**src/jsu_pkg.sv**
```systemverilog
`timescale 1ns / 1ps
// Shared types and constants for the JSON string unescape and UTF-8 validate block.
// No dependencies; imported by every module of the block.
package jsu_pkg;

    // Decoded length counter and length limit width
    localparam int LEN_W = 23;
    localparam logic [LEN_W-1:0] MAX_LEN_RESET = LEN_W'(64 * 1024);

    // Longest UTF-8 sequence accepted by the checker (lead byte included)
    localparam int MAX_SEQ_BYTES = 6;

    // Result queue depth; three entries must be free to take an input byte
    localparam int RQ_DEPTH = 4;
    localparam int RQ_AW    = $clog2(RQ_DEPTH);
    localparam int RQ_CW    = $clog2(RQ_DEPTH + 1);
    localparam int MAX_RES  = 3;

    // Scan modes: normal, after backslash, then hex digits left = mode - 1
    localparam logic [2:0] MODE_NORMAL    = 3'd0;
    localparam logic [2:0] MODE_ESC       = 3'd1;
    localparam logic [2:0] MODE_HEX_LAST  = 3'd2;
    localparam logic [2:0] MODE_HEX_FIRST = 3'd5;

    // Done status codes
    localparam logic [2:0] ST_OK      = 3'd0;
    localparam logic [2:0] ST_BAD_ESC = 3'd1;
    localparam logic [2:0] ST_BAD_HEX = 3'd2;
    localparam logic [2:0] ST_UNTERM  = 3'd3;
    localparam logic [2:0] ST_LONG    = 3'd4;
    localparam logic [2:0] ST_UTF8    = 3'd5;

    // Characters with a special meaning in the string body
    localparam logic [7:0] CH_QUOTE  = 8'h22;
    localparam logic [7:0] CH_BSLASH = 8'h5C;
    localparam logic [7:0] CH_SLASH  = 8'h2F;

    // UTF-8 encoding constants
    localparam logic [7:0] UTF8_LEAD2     = 8'hC0;
    localparam logic [7:0] UTF8_CONT      = 8'h80;
    localparam logic [7:0] UTF8_CONT_MASK = 8'h3F;
    localparam logic [7:0] ASCII_MASK     = 8'h7F;

    // One result item
    typedef struct packed {
        logic [7:0] out_byte;
        logic       out_valid;
        logic       done_res;
        logic [2:0] status;
        logic       last;
    } result_t;

    // Results produced by one accepted input byte
    typedef struct packed {
        logic [1:0]              n;
        result_t [MAX_RES-1:0]   res;
    } push_t;

endpackage

```
**src/jsu_decode.sv**
```systemverilog
`timescale 1ns / 1ps
// String decoder: scan state, escape and \u decoding, length limit, UTF-8 check.
// Depends on jsu_pkg. Produces up to three results per accepted byte.
module jsu_decode (
    input  logic                      clk,
    input  logic                      rst_n,
    input  logic                      accept,
    input  logic [7:0]                text_byte,
    input  logic                      first,
    input  logic                      text_end,
    input  logic [jsu_pkg::LEN_W-1:0] max_length,
    output jsu_pkg::push_t            push
);
    import jsu_pkg::*;

    typedef struct packed {
        logic       ok;
        logic       is_u;
        logic [7:0] ch;
    } esc_t;

    // Simple escape lookup
    function automatic esc_t esc_map(input logic [7:0] c);
        esc_t e;
        e = '{ok: 1'b1, is_u: 1'b0, ch: c};
        case (c)
            CH_QUOTE, CH_BSLASH, CH_SLASH: e.ch = c;
            8'h62:   e.ch = 8'h08;
            8'h66:   e.ch = 8'h0C;
            8'h6E:   e.ch = 8'h0A;
            8'h72:   e.ch = 8'h0D;
            8'h74:   e.ch = 8'h09;
            8'h75:   e.is_u = 1'b1;
            default: e.ok = 1'b0;
        endcase
        return e;
    endfunction

    // Hex digit: {valid, value}
    function automatic logic [4:0] hex_digit(input logic [7:0] c);
        logic [4:0] d;
        d = '0;
        if (c inside {[8'h30:8'h39]})
            d = {1'b1, 4'(c - 8'h30)};
        else if (c inside {[8'h41:8'h46]})
            d = {1'b1, 4'(c - 8'h37)};
        else if (c inside {[8'h61:8'h66]})
            d = {1'b1, 4'(c - 8'h57)};
        return d;
    endfunction

    // One UTF-8 checker step: returns {continuation_left, bad}
    function automatic logic [3:0] utf8_step(input logic [2:0] cont, input logic bad,
                                             input logic [7:0] b);
        logic [3:0] ones;
        logic       run;
        logic [2:0] cont_n;
        logic       bad_n;
        ones   = '0;
        run    = 1'b1;
        cont_n = cont;
        bad_n  = bad;
        for (int i = 7; i >= 0; i--) begin
            if (run && b[i])
                ones = ones + 4'd1;
            else
                run = 1'b0;
        end
        if (cont != 3'd0) begin
            if ((b & UTF8_LEAD2) == UTF8_CONT)
                cont_n = cont - 3'd1;
            else begin
                bad_n  = 1'b1;
                cont_n = 3'd0;
            end
        end else if (b == 8'h00) begin
            bad_n = 1'b1;
        end else if (b[7]) begin
            if (ones < 4'd2 || ones > 4'(MAX_SEQ_BYTES))
                bad_n = 1'b1;
            else
                cont_n = 3'(ones - 4'd1);
        end
        return {cont_n, bad_n};
    endfunction

    function automatic result_t done_item(input logic [2:0] st);
        return '{out_byte: 8'h00, out_valid: 1'b0, done_res: 1'b1, status: st, last: 1'b0};
    endfunction

    function automatic result_t data_item(input logic [7:0] b);
        return '{out_byte: b, out_valid: 1'b1, done_res: 1'b0, status: ST_OK, last: 1'b0};
    endfunction

    // String state
    logic [2:0]       mode_reg, mode_next;
    logic [15:0]      hex_reg, hex_next;
    logic [LEN_W-1:0] cnt_reg, cnt_next;
    logic [2:0]       cont_reg, cont_next;
    logic             bad_reg, bad_next;
    logic             fin_reg, fin_next;

    logic [1:0]            n;
    result_t [MAX_RES-1:0] res;

    // Next state and results for the byte on the input ports
    always_comb
    begin
        logic [2:0]       e_mode;
        logic [15:0]      e_hex;
        logic [LEN_W-1:0] e_cnt;
        logic [2:0]       e_cont;
        logic             e_bad;
        logic             e_fin;
        logic [7:0]       b0, b1, b2;
        logic [1:0]       k;
        logic             do_emit;
        logic             short_hex;
        esc_t             esc;
        logic [4:0]       dig;
        logic [15:0]      v;
        logic [3:0]       u1, u2, u3;

        e_mode = first ? MODE_NORMAL : mode_reg;
        e_hex  = first ? 16'h0000 : hex_reg;
        e_cnt  = first ? '0 : cnt_reg;
        e_cont = first ? 3'd0 : cont_reg;
        e_bad  = first ? 1'b0 : bad_reg;
        e_fin  = first ? 1'b0 : fin_reg;

        mode_next = e_mode;
        hex_next  = e_hex;
        cnt_next  = e_cnt;
        cont_next = e_cont;
        bad_next  = e_bad;
        fin_next  = e_fin;

        n         = 2'd0;
        res       = '0;
        b0        = 8'h00;
        b1        = 8'h00;
        b2        = 8'h00;
        k         = 2'd0;
        do_emit   = 1'b0;
        short_hex = 1'b0;
        esc       = esc_map(text_byte);
        dig       = hex_digit(text_byte);
        v         = {e_hex[11:0], dig[3:0]};

        if (!e_fin) begin
            case (e_mode)
                MODE_NORMAL:
                begin
                    if (text_byte == CH_QUOTE) begin
                        fin_next = 1'b1;
                        n        = 2'd1;
                        res[0]   = done_item((e_bad || e_cont != 3'd0) ? ST_UTF8 : ST_OK);
                    end else if (text_byte == CH_BSLASH) begin
                        mode_next = MODE_ESC;
                    end else begin
                        b0      = text_byte;
                        k       = 2'd1;
                        do_emit = !text_end;
                    end
                end
                MODE_ESC:
                begin
                    if (!esc.ok) begin
                        fin_next = 1'b1;
                        n        = 2'd1;
                        res[0]   = done_item(ST_BAD_ESC);
                    end else if (esc.is_u) begin
                        mode_next = MODE_HEX_FIRST;
                        hex_next  = 16'h0000;
                    end else begin
                        mode_next = MODE_NORMAL;
                        b0        = esc.ch;
                        k         = 2'd1;
                        do_emit   = !text_end;
                    end
                end
                default:
                begin
                    if (!dig[4] || e_mode > MODE_HEX_FIRST) begin
                        fin_next = 1'b1;
                        n        = 2'd1;
                        res[0]   = done_item(ST_BAD_HEX);
                    end else begin
                        hex_next = v;
                        if (e_mode > MODE_HEX_LAST) begin
                            mode_next = e_mode - 3'd1;
                            short_hex = 1'b1;
                        end else begin
                            mode_next = MODE_NORMAL;
                            do_emit   = !text_end;
                            if (v == 16'h0000) begin
                                k = 2'd0;
                            end else if (v < 16'h0080) begin
                                b0 = v[7:0] & ASCII_MASK;
                                k  = 2'd1;
                            end else if (v < 16'h0800) begin
                                b0 = UTF8_LEAD2 | {3'b000, v[10:6]};
                                b1 = UTF8_CONT | ({2'b00, v[5:0]} & UTF8_CONT_MASK);
                                k  = 2'd2;
                            end else begin
                                b0 = 8'hE0 | {4'h0, v[15:12]};
                                b1 = UTF8_CONT | ({2'b00, v[11:6]} & UTF8_CONT_MASK);
                                b2 = UTF8_CONT | ({2'b00, v[5:0]} & UTF8_CONT_MASK);
                                k  = 2'd3;
                            end
                        end
                    end
                end
            endcase

            // Length limit, then emit and run the UTF-8 checker
            u1 = utf8_step(e_cont, e_bad, b0);
            u2 = utf8_step(u1[3:1], u1[0], b1);
            u3 = utf8_step(u2[3:1], u2[0], b2);
            if (do_emit) begin
                if ({1'b0, e_cnt} + {{(LEN_W-1){1'b0}}, k} > {1'b0, max_length}) begin
                    fin_next = 1'b1;
                    n        = 2'd1;
                    res[0]   = done_item(ST_LONG);
                end else begin
                    n        = k;
                    res[0]   = data_item(b0);
                    res[1]   = data_item(b1);
                    res[2]   = data_item(b2);
                    cnt_next = e_cnt + {{(LEN_W-2){1'b0}}, k};
                    case (k)
                        2'd1:    {cont_next, bad_next} = u1;
                        2'd2:    {cont_next, bad_next} = u2;
                        2'd3:    {cont_next, bad_next} = u3;
                        default: {cont_next, bad_next} = {e_cont, e_bad};
                    endcase
                end
            end

            // Text ran out inside the string
            if (text_end && !fin_next) begin
                fin_next = 1'b1;
                n        = 2'd1;
                res[0]   = done_item(short_hex ? ST_BAD_HEX : ST_UNTERM);
            end
        end else begin
            u1 = '0;
            u2 = '0;
            u3 = '0;
        end

        // Mark the final result of this byte
        case (n)
            2'd1:    res[0].last = 1'b1;
            2'd2:    res[1].last = 1'b1;
            2'd3:    res[2].last = 1'b1;
            default: ;
        endcase
    end

    assign push.n   = accept ? n : 2'd0;
    assign push.res = res;

    // State registers, updated on every input transfer
    always_ff @(posedge clk or negedge rst_n)
    begin
        if (!rst_n) begin
            mode_reg <= MODE_NORMAL;
            hex_reg  <= '0;
            cnt_reg  <= '0;
            cont_reg <= '0;
            bad_reg  <= 1'b0;
            fin_reg  <= 1'b0;
        end else if (accept) begin
            mode_reg <= mode_next;
            hex_reg  <= hex_next;
            cnt_reg  <= cnt_next;
            cont_reg <= cont_next;
            bad_reg  <= bad_next;
            fin_reg  <= fin_next;
        end
    end

endmodule

```
**src/jsu_resq.sv**
```systemverilog
`timescale 1ns / 1ps
// Result queue: takes up to three results per cycle, hands out one per cycle
// while pop is high. Depends on jsu_pkg.
module jsu_resq (
    input  logic             clk,
    input  logic             rst_n,
    input  jsu_pkg::push_t   push,
    input  logic             pop,
    output jsu_pkg::result_t head,
    output logic             head_valid,
    output logic             full
);
    import jsu_pkg::*;

    result_t          entries_reg [RQ_DEPTH];
    logic [RQ_AW-1:0] wr_reg, rd_reg;
    logic [RQ_CW-1:0] cnt_reg, cnt_next;
    logic             do_pop;

    assign do_pop     = pop && (cnt_reg != '0);
    assign head       = entries_reg[rd_reg];
    assign head_valid = (cnt_reg != '0);
    // Not enough room for the worst case of one input byte
    assign full       = (cnt_reg > RQ_CW'(RQ_DEPTH - MAX_RES));

    assign cnt_next = cnt_reg + RQ_CW'(push.n) - RQ_CW'(do_pop);

    // Entry writes
    always_ff @(posedge clk)
    begin
        for (int i = 0; i < MAX_RES; i++) begin
            if (2'(i) < push.n)
                entries_reg[wr_reg + RQ_AW'(i)] <= push.res[i];
        end
    end

    // Pointers and fill count
    always_ff @(posedge clk or negedge rst_n)
    begin
        if (!rst_n) begin
            wr_reg  <= '0;
            rd_reg  <= '0;
            cnt_reg <= '0;
        end else begin
            wr_reg  <= wr_reg + RQ_AW'(push.n);
            rd_reg  <= rd_reg + RQ_AW'(do_pop);
            cnt_reg <= cnt_next;
        end
    end

endmodule

```
**src/json_string_unescape_validate_top.sv**
```systemverilog
`timescale 1ns / 1ps
// Top level of the JSON string unescape and UTF-8 validate block.
// Depends on jsu_pkg, jsu_decode and jsu_resq.
//
// Usage:
//   Input channel (in_valid/in_stall): one raw string-body byte per transfer,
//   with first marking the byte after an opening quote and text_end the last
//   byte of the text. Output channel (res_valid/res_stall): one result per
//   transfer, either a decoded byte (out_valid) or the end of the string
//   (done_res with status). last flags the final result of an input byte.
//   An input byte is decoded in the cycle it is taken; its results are
//   registered in the result queue and offered on the output from there.
//   One input byte is taken per cycle as long as the downstream keeps up; a \u
//   escape that expands to two or three UTF-8 bytes needs that many output
//   transfers; the four-entry result queue sets how far the input runs ahead.
//   in_stall rises when fewer than three queue entries are free. When the
//   receiver stalls, the head result holds and the queue fills, then the input
//   stalls. Reset clears the string state and the queue and loads max_length
//   with 65536. cfg_ready is always high; write max_length only while idle.
module json_string_unescape_validate_top (
    input  logic                      clk,
    input  logic                      rst_n,
    // Input byte channel
    input  logic                      in_valid,
    output logic                      in_stall,
    input  logic [7:0]                text_byte,
    input  logic                      first,
    input  logic                      text_end,
    // Result channel
    output logic                      res_valid,
    input  logic                      res_stall,
    output logic [7:0]                out_byte,
    output logic                      out_valid,
    output logic                      done_res,
    output logic [2:0]                status,
    output logic                      last,
    // Configuration write channel
    input  logic                      cfg_valid,
    output logic                      cfg_ready,
    input  logic [jsu_pkg::LEN_W-1:0] cfg_data
);
    import jsu_pkg::*;

    logic [LEN_W-1:0] max_length_reg;
    logic             accept;
    push_t            push;
    result_t          head;
    logic             full;

    assign cfg_ready = 1'b1;
    assign in_stall  = full;
    assign accept    = in_valid && !full;

    // Length limit register
    always_ff @(posedge clk or negedge rst_n)
    begin
        if (!rst_n)
            max_length_reg <= MAX_LEN_RESET;
        else if (cfg_valid && cfg_ready)
            max_length_reg <= cfg_data;
    end

    jsu_decode u_decode (
        .clk        (clk),
        .rst_n      (rst_n),
        .accept     (accept),
        .text_byte  (text_byte),
        .first      (first),
        .text_end   (text_end),
        .max_length (max_length_reg),
        .push       (push)
    );

    jsu_resq u_resq (
        .clk        (clk),
        .rst_n      (rst_n),
        .push       (push),
        .pop        (!res_stall),
        .head       (head),
        .head_valid (res_valid),
        .full       (full)
    );

    assign out_byte  = head.out_byte;
    assign out_valid = head.out_valid;
    assign done_res  = head.done_res;
    assign status    = head.status;
    assign last      = head.last;

endmodule

```
**config.mk**
```make
export PLATFORM = sky130hd
export DESIGN_NAME = json_string_unescape_validate_top
export DESIGN_NICKNAME = d
export VERILOG_FILES = /design/src/jsu_pkg.sv /design/src/jsu_decode.sv /design/src/jsu_resq.sv /design/src/json_string_unescape_validate_top.sv
export SDC_FILE = /design/constraint.sdc
export NUM_CORES = 1
export LEC_CHECK = 0
export BUFFER_PORTS_ARGS = -buffer_cell sky130_fd_sc_hd__buf_2
export CAP_MARGIN = 20
export CORE_UTILIZATION = 33
export DETAILED_ROUTE_END_ITERATION = 8
export SKIP_CTS_REPAIR_TIMING = 1
export SLEW_MARGIN = 40
export SYNTH_ARGS = -nofsm -noshare
export SYNTH_HDL_FRONTEND = slang
export SYNTH_HIERARCHICAL = 1
export SYNTH_SLANG_ARGS = --single-unit
```
**constraint.sdc**
```tcl
create_clock -name clk -period 11.76 [get_ports clk]
set_clock_uncertainty 0.15 [all_clocks]
set_input_delay 2.352 -clock clk [delete_from_list [all_inputs] [get_ports clk]]
set_output_delay 2.352 -clock clk [all_outputs]
set_load 0.02 [all_outputs]
```
======== Word level (Yosys, flattened, before mapping) ========
Memory sizes are Yosys's and may differ from the RTL's.
Index checks and enable logic that the tools add are counted.
W data, S select, Z words.
word-level totals
  register bits after elaboration ......... 77
  latch bits .............................. 0
  RAM bits ................................ 56
  bits in read-only memories .............. 0
  input port bits ......................... 38
  output and inout bits ................... 17
  logic and storage cells ................. 382
  memories kept ........................... 1
memories
  name                depth  bits a word  read ports  clocked after memory_dff  write ports  RTL line        source
  u_resq.entries_reg  4      14           1           0                         3            jsu_resq.sv:15  result_t entries_reg [RQ_DEPTH];
operators by class
  add/sub/neg operators ................... 39
  $mul .................................... 0
  div/mod/pow operators ................... 0
  order comparisons ....................... 21
  eq/ne operators ......................... 19
  shifts and indexed selects .............. 0
  mux-type cells .......................... 244
  bitwise gates (word level) .............. 0
  reduce and logical (&&, ||, !) cells .... 48
operators with widths
  kind                   number
  $mux W4                45
  $mux W8                22
  $mux W1                102
  $mux W23               4
  $mux W3                30
  $add A4 B1 Y4 const B  21
  $mux W42               2
  $mux W16               5
  $eq A8 B7 Y1 const B   7
  $pmux W8 S5            1
  $pmux W16 S2           1
  $mux W5                6
  $mux W14               2
  $mux W28               1
  $pmux W14 S2           1
  $logic_and A1 B1 Y1    27
  $add A23 B2 Y24        1
  $gt A24 B23 Y1         1
  $logic_not A8 Y1       3
  $mux W2                12
  $add A23 B2 Y23        1
  $sub A3 B1 Y3 const B  7
  $eq A8 B6 Y1 const B   2
  $ge A8 B7 Y1 const B   2
  37 further kinds       65

======== Longest topological paths before layout ========
  depth in word-level cells ............... 56
  mapped depth ............................ 48

======== Cells and area by module ========
The synthesis kept the hierarchy.
modules (own cells, without submodules)
  module                             times used  cells an instance  area an instance (um^2)  sequential area each (um^2)
  jsu_decode                         1           781                5776.8                   1076.0
  jsu_resq                           1           374                3731.1                   1856.8
  json_string_unescape_validate_top  1           52                 879.6                    576.8

======== Worst setup path after synthesis ========
No wires, ideal clock.
  kind .................................... input port to flip-flop
  from .................................... input port first
  to ...................................... register u_decode.cont_reg[1]
  setup time .............................. 0.087 ns
  data arrival time ....................... 10.290 ns
  data required time ...................... 11.523 ns
  path slack .............................. 1.234 ns
  stages .................................. 47
  buffers on the path ..................... 5
  path through ............................ clkbuf_1 inv_1 clkbuf_1 buf_1 nand2_1 inv_1 ha_1 inv_1 a311oi_1 o21ai_0 a21boi_0 o21ai_1 buf_2 inv_1 ha_1 nor2_1 nor2_1 ha_1 (+11 left out) nand2_1 a2111o_1 a31oi_1 nor4b_4 o31a_1 inv_1 ha_1 clkbuf_1 inv_1 nand2_1 o31ai_1 a211o_1 ha_1 nand2_1 or2_2 o31ai_1 or3_1 a32oi_1
between the ends
  word-level cells in the longest chain between the ends .. 51
  elaborated cells between the ends (all ways) .. 228
  those cells by class .................... 28 x add/sub; 11 x order compare; 7 x eq/ne; 148 x mux; 34 x reduce/logical
ends and longest elaborated chain
  what                                                    RTL line                                 source
  start: declaration                                      json_string_unescape_validate_top.sv:27  input logic first,
  branches (longest 50 deep; another with $lt A16 B8 Y1)  -
  $mux W3 *                                               jsu_decode.sv:150                        if (!e_fin) begin
  end signal: assignment                                  jsu_decode.sv:278                        cont_reg <= cont_next;
  end: declaration                                        jsu_decode.sv:99                         logic [2:0] cont_reg, cont_next;
Every way passes the cells marked *. The select of a mux whose other input is x is not followed.
A chain may end at the register's enable or synchronous reset.

======== Final worst setup path ========
  from .................................... input port text_byte[0]
  to ...................................... register u_decode.cont_reg[2]
between the ends
  word-level cells in the longest chain between the ends .. 55
  elaborated cells between the ends (all ways) .. 256
  those cells by class .................... 30 x add/sub; 15 x order compare; 15 x eq/ne; 160 x mux; 36 x reduce/logical
ends and longest elaborated chain
  what                                                    RTL line                                 source
  start: declaration                                      json_string_unescape_validate_top.sv:26  input logic [7:0] text_byte,
  branches (longest 53 deep; another with $lt A16 B8 Y1)  -
  $mux W3 *                                               jsu_decode.sv:220                        if (do_emit) begin
  $mux W3 *                                               jsu_decode.sv:150
Marks and branches as above.

==> results.sh <==
export IMPL_yosysSeqAreaShare_pct=33.8
export IMPL_slew_headroom_pct=42.4
export IMPL_ir_worst_vdd_uv=88.7
export IMPL_overflow=0
export IMPL_drive_gt1_share_pct=15.0
export IMPL_status="finished, violations left"
export IMPL_slowest_delay_ns=0.65
export IMPL_synth_area_top_cells="dfrtp_1 (17%), edfxtp_1 (16%), nand2_1 (6.9%), ha_1 (5.9%), nor2_1 (4.9%)"
export IMPL_final_antenna_net_count=0
export IMPL_insertion_delay_ns=0.43
export IMPL_avgSynthCellArea_um2=8.61
export IMPL_startpoint_type="input port"
export IMPL_ys_ff_latch=129
export IMPL_antenna_cells=0
export IMPL_cts_tree="built"
export IMPL_vias=9285
export IMPL_synth_compound_area_share_pct=20.5
export IMPL_areaGrowthSynthToFinish_pct=11.5
export IMPL_async_flop_share_pct=56.6
export IMPL_ys_warn_count=6
export IMPL_wl_met2_mm=13.5
export IMPL_wire_per_inst_um=18.1
export IMPL_final_net_count=1323
export IMPL_crit_arrival_ns=11.17
export IMPL_gp_congestion=0.920
export IMPL_cts_buffers=17
export IMPL_crit_required_ns=11.96
export IMPL_clk_pin_slew_ns=0.06
export IMPL_fin_util_pct=37.7
export IMPL_dp_slack_ns=0.626
export IMPL_rsz0062_at_grt="no"
export IMPL_final_setup_tns_ns=0
export IMPL_setup_viol=0
export IMPL_synth_simple_area_share_pct=23.9
export IMPL_total_power_uw=1650
export IMPL_end_kind="flop"
export IMPL_port_buffer_count=53
export IMPL_grt_pass1_wl_mm=48.2
export IMPL_slew_violations=0
export IMPL_route_met3_wl_mm=1.70
export IMPL_worstPathMaxFanout=12
export IMPL_yosysTopAreaCell="dfrtp_1"
export IMPL_antenna_found_initial=0
export IMPL_dr_first_iter_drc_count=853
export IMPL_postSynthCellCount=1207
export IMPL_row_count=64
export IMPL_clock_root_buffer="clkbuf_16"
export IMPL_critPathMostFrequentCell="ha_1"
export IMPL_crit_type="input port to flop"
export IMPL_p_leak_uw=0.00489
export IMPL_synth_top_family_by_area="simple AND/OR/NAND/NOR gates"
export IMPL_worst_r2r_path_depth=39
export IMPL_p_per_area_mw_per_mm2=143
export IMPL_finalCriticalPeriod_ns=10.97
export IMPL_synth_top_cell_area_share_pct=17.3
export IMPL_largest_reg_flops=56
export IMPL_initial_core_util_pct=33.8
export IMPL_maxCapViolations=0
export IMPL_crit_slowest_cell="a2111oi_0"
export IMPL_drt_total_wl_mm=29.8
export IMPL_hold_class="flop to flop"
export IMPL_finalHoldViolCount=0
export IMPL_clk_path_buf_depth=2
export IMPL_max_freq_mhz=91.1
export IMPL_muxShareOfSynthArea_pct=6.23
export IMPL_grt_pass1_vias=8778
export IMPL_die_w_um=179
export IMPL_min_period_over_period_pct=93.3
export IMPL_die_h_um=179
export IMPL_violations="DRC"
export IMPL_syn_area_mm2=0.0104
export IMPL_htreeDepth=4
export IMPL_dr_pass1_iters=9
export IMPL_worstMarginPinSlew_ns=0.854
export IMPL_setup_ws_ns=0.786
export IMPL_core_region_area_mm2=0.0307
export IMPL_ys_flop_type="dfrtp_1"
export IMPL_hpwlAfterDp_mm=21.3
export IMPL_synthAdderAreaFrac_pct=6.29
export IMPL_fillers=3127
export IMPL_multi_input_area_mm2=0.00628
export IMPL_highest_layer="met4"
export IMPL_grt_usage_pct=18.7
export IMPL_synth_xor_area_share_pct=2.78
export IMPL_clock_sinks=129
export IMPL_grt_start_max_net_pins=74
export IMPL_wl_met1_mm=13.7
export IMPL_synth_cell_types=100
export IMPL_viasPerCell=5.65
export IMPL_dieArea_mm2=0.0322
export IMPL_io_pins=55
export IMPL_whs_path_depth=1
export IMPL_drc_errors=6
export IMPL_synth_edf_count=56
export IMPL_seqCellArea_mm2=0.00351
-- per-stage QoR --
step	area (um2)	hold WS (ns)	instances
after global placement	10900	0.318	1611
after floorplan	10400	0.299	1216
after global routing	11600	0.359	1643
final	11600	0.336	1643
after CTS	11600	0.337	1643
after detailed placement	10900	0.324	1611
-- area by class of cell --
class	instances	area share, %
Clock buffer	21	4.16
Sequential cell	129	30.3
Clock inverter	11	1.28
Tap cell	396	4.28
Timing Repair Buffer	72	3.58
Multi-Input combinational cell	947	54.2
Inverter	67	2.17
-- cells in the mapped netlist (all sizes together) (6+ instances only) --
cell type and n:
or3 10, a22oi 14, and2 9, xnor2 17, nor2 136, nor3 19, and3 11, or2 7
xor2 16, nand4 16, nor3b 6, a22o 22, mux4 14, inv 67, edfxtp 56, nor2b 22
a21oi 52, dfrtp 72, a21o 14, o21a 10, nand2 191, clkbuf 23, nand3 28, mux2 25
buf 50, nor4 8, a31oi 66, ha 49, o21ai 43, a211oi 13, nand2b 8
-- cell families (layout without fill, tap and decap cells) --
logic type                 Yosys count  in the layout
xor gates and xnor gates            33             33
and+or+nand+nor                    503            503
AOI/OAI and AO/OA                  305            305
adders and majority gates           51             51
other                                2             11
DFF                                129            129
muxes                               44             44
buffers and inverters              140            171
-- final timing paths --
path                                      start  slack, ns                   end
max                                text_byte[0]       0.79  u_decode/cont_reg[2]
min                           u_resq/cnt_reg[2]       0.34     u_resq/cnt_reg[2]
max reg2reg                u_decode/mode_reg[1]       2.52  u_decode/cont_reg[2]
min reg2reg                   u_resq/cnt_reg[2]       0.34     u_resq/cnt_reg[2]
max in group asynchronous                 rst_n       9.12      u_resq/rd_reg[1]
min in group asynchronous                 rst_n       1.80     max_length_reg[1]
-- cell usage in the layout (no fill, tap or decap), types with 19 or more instances in the layout --
cell,n
mux2_2,25
inv_1,67
nor2_1,135
nor2b_1,22
buf_2,52
nand3_1,28
buf_4,19
o21ai_0,38
edfxtp_1,56
a31oi_1,66
dfrtp_1,70
ha_1,49
nand2_1,191
a21oi_1,48
a22o_1,22
-- worst max-delay path, delay by kind of cell --
kind	cells	cell delay [ns]
compound gates	15	3.85
fa+ha+maj	8	2.16
simple gates	8	1.55
buf+inv	8	0.98
mux	1	0.26
-- per-layer routing --
layer	GRT usage, %	vias up
li1	-	4447
met1	24.9	4429
met2	30.0	352
met3	3.32	57
met4	7.52	0
met5	0	-
-- report_power, final --
| group | leakage [uW] | total, uW | switching [uW] | internal, uW |
|---|---|---|---|---|
| logic | 0.00312 | 496 | 287 | 209 |
| clock network | 0.000314 | 566 | 207 | 359 |
| registers | 0.00145 | 590 | 69.3 | 521 |
| total | 0.00489 | 1650 | 563 | 1090 |
No activity file was read; power rests on OpenSTA's default activity.
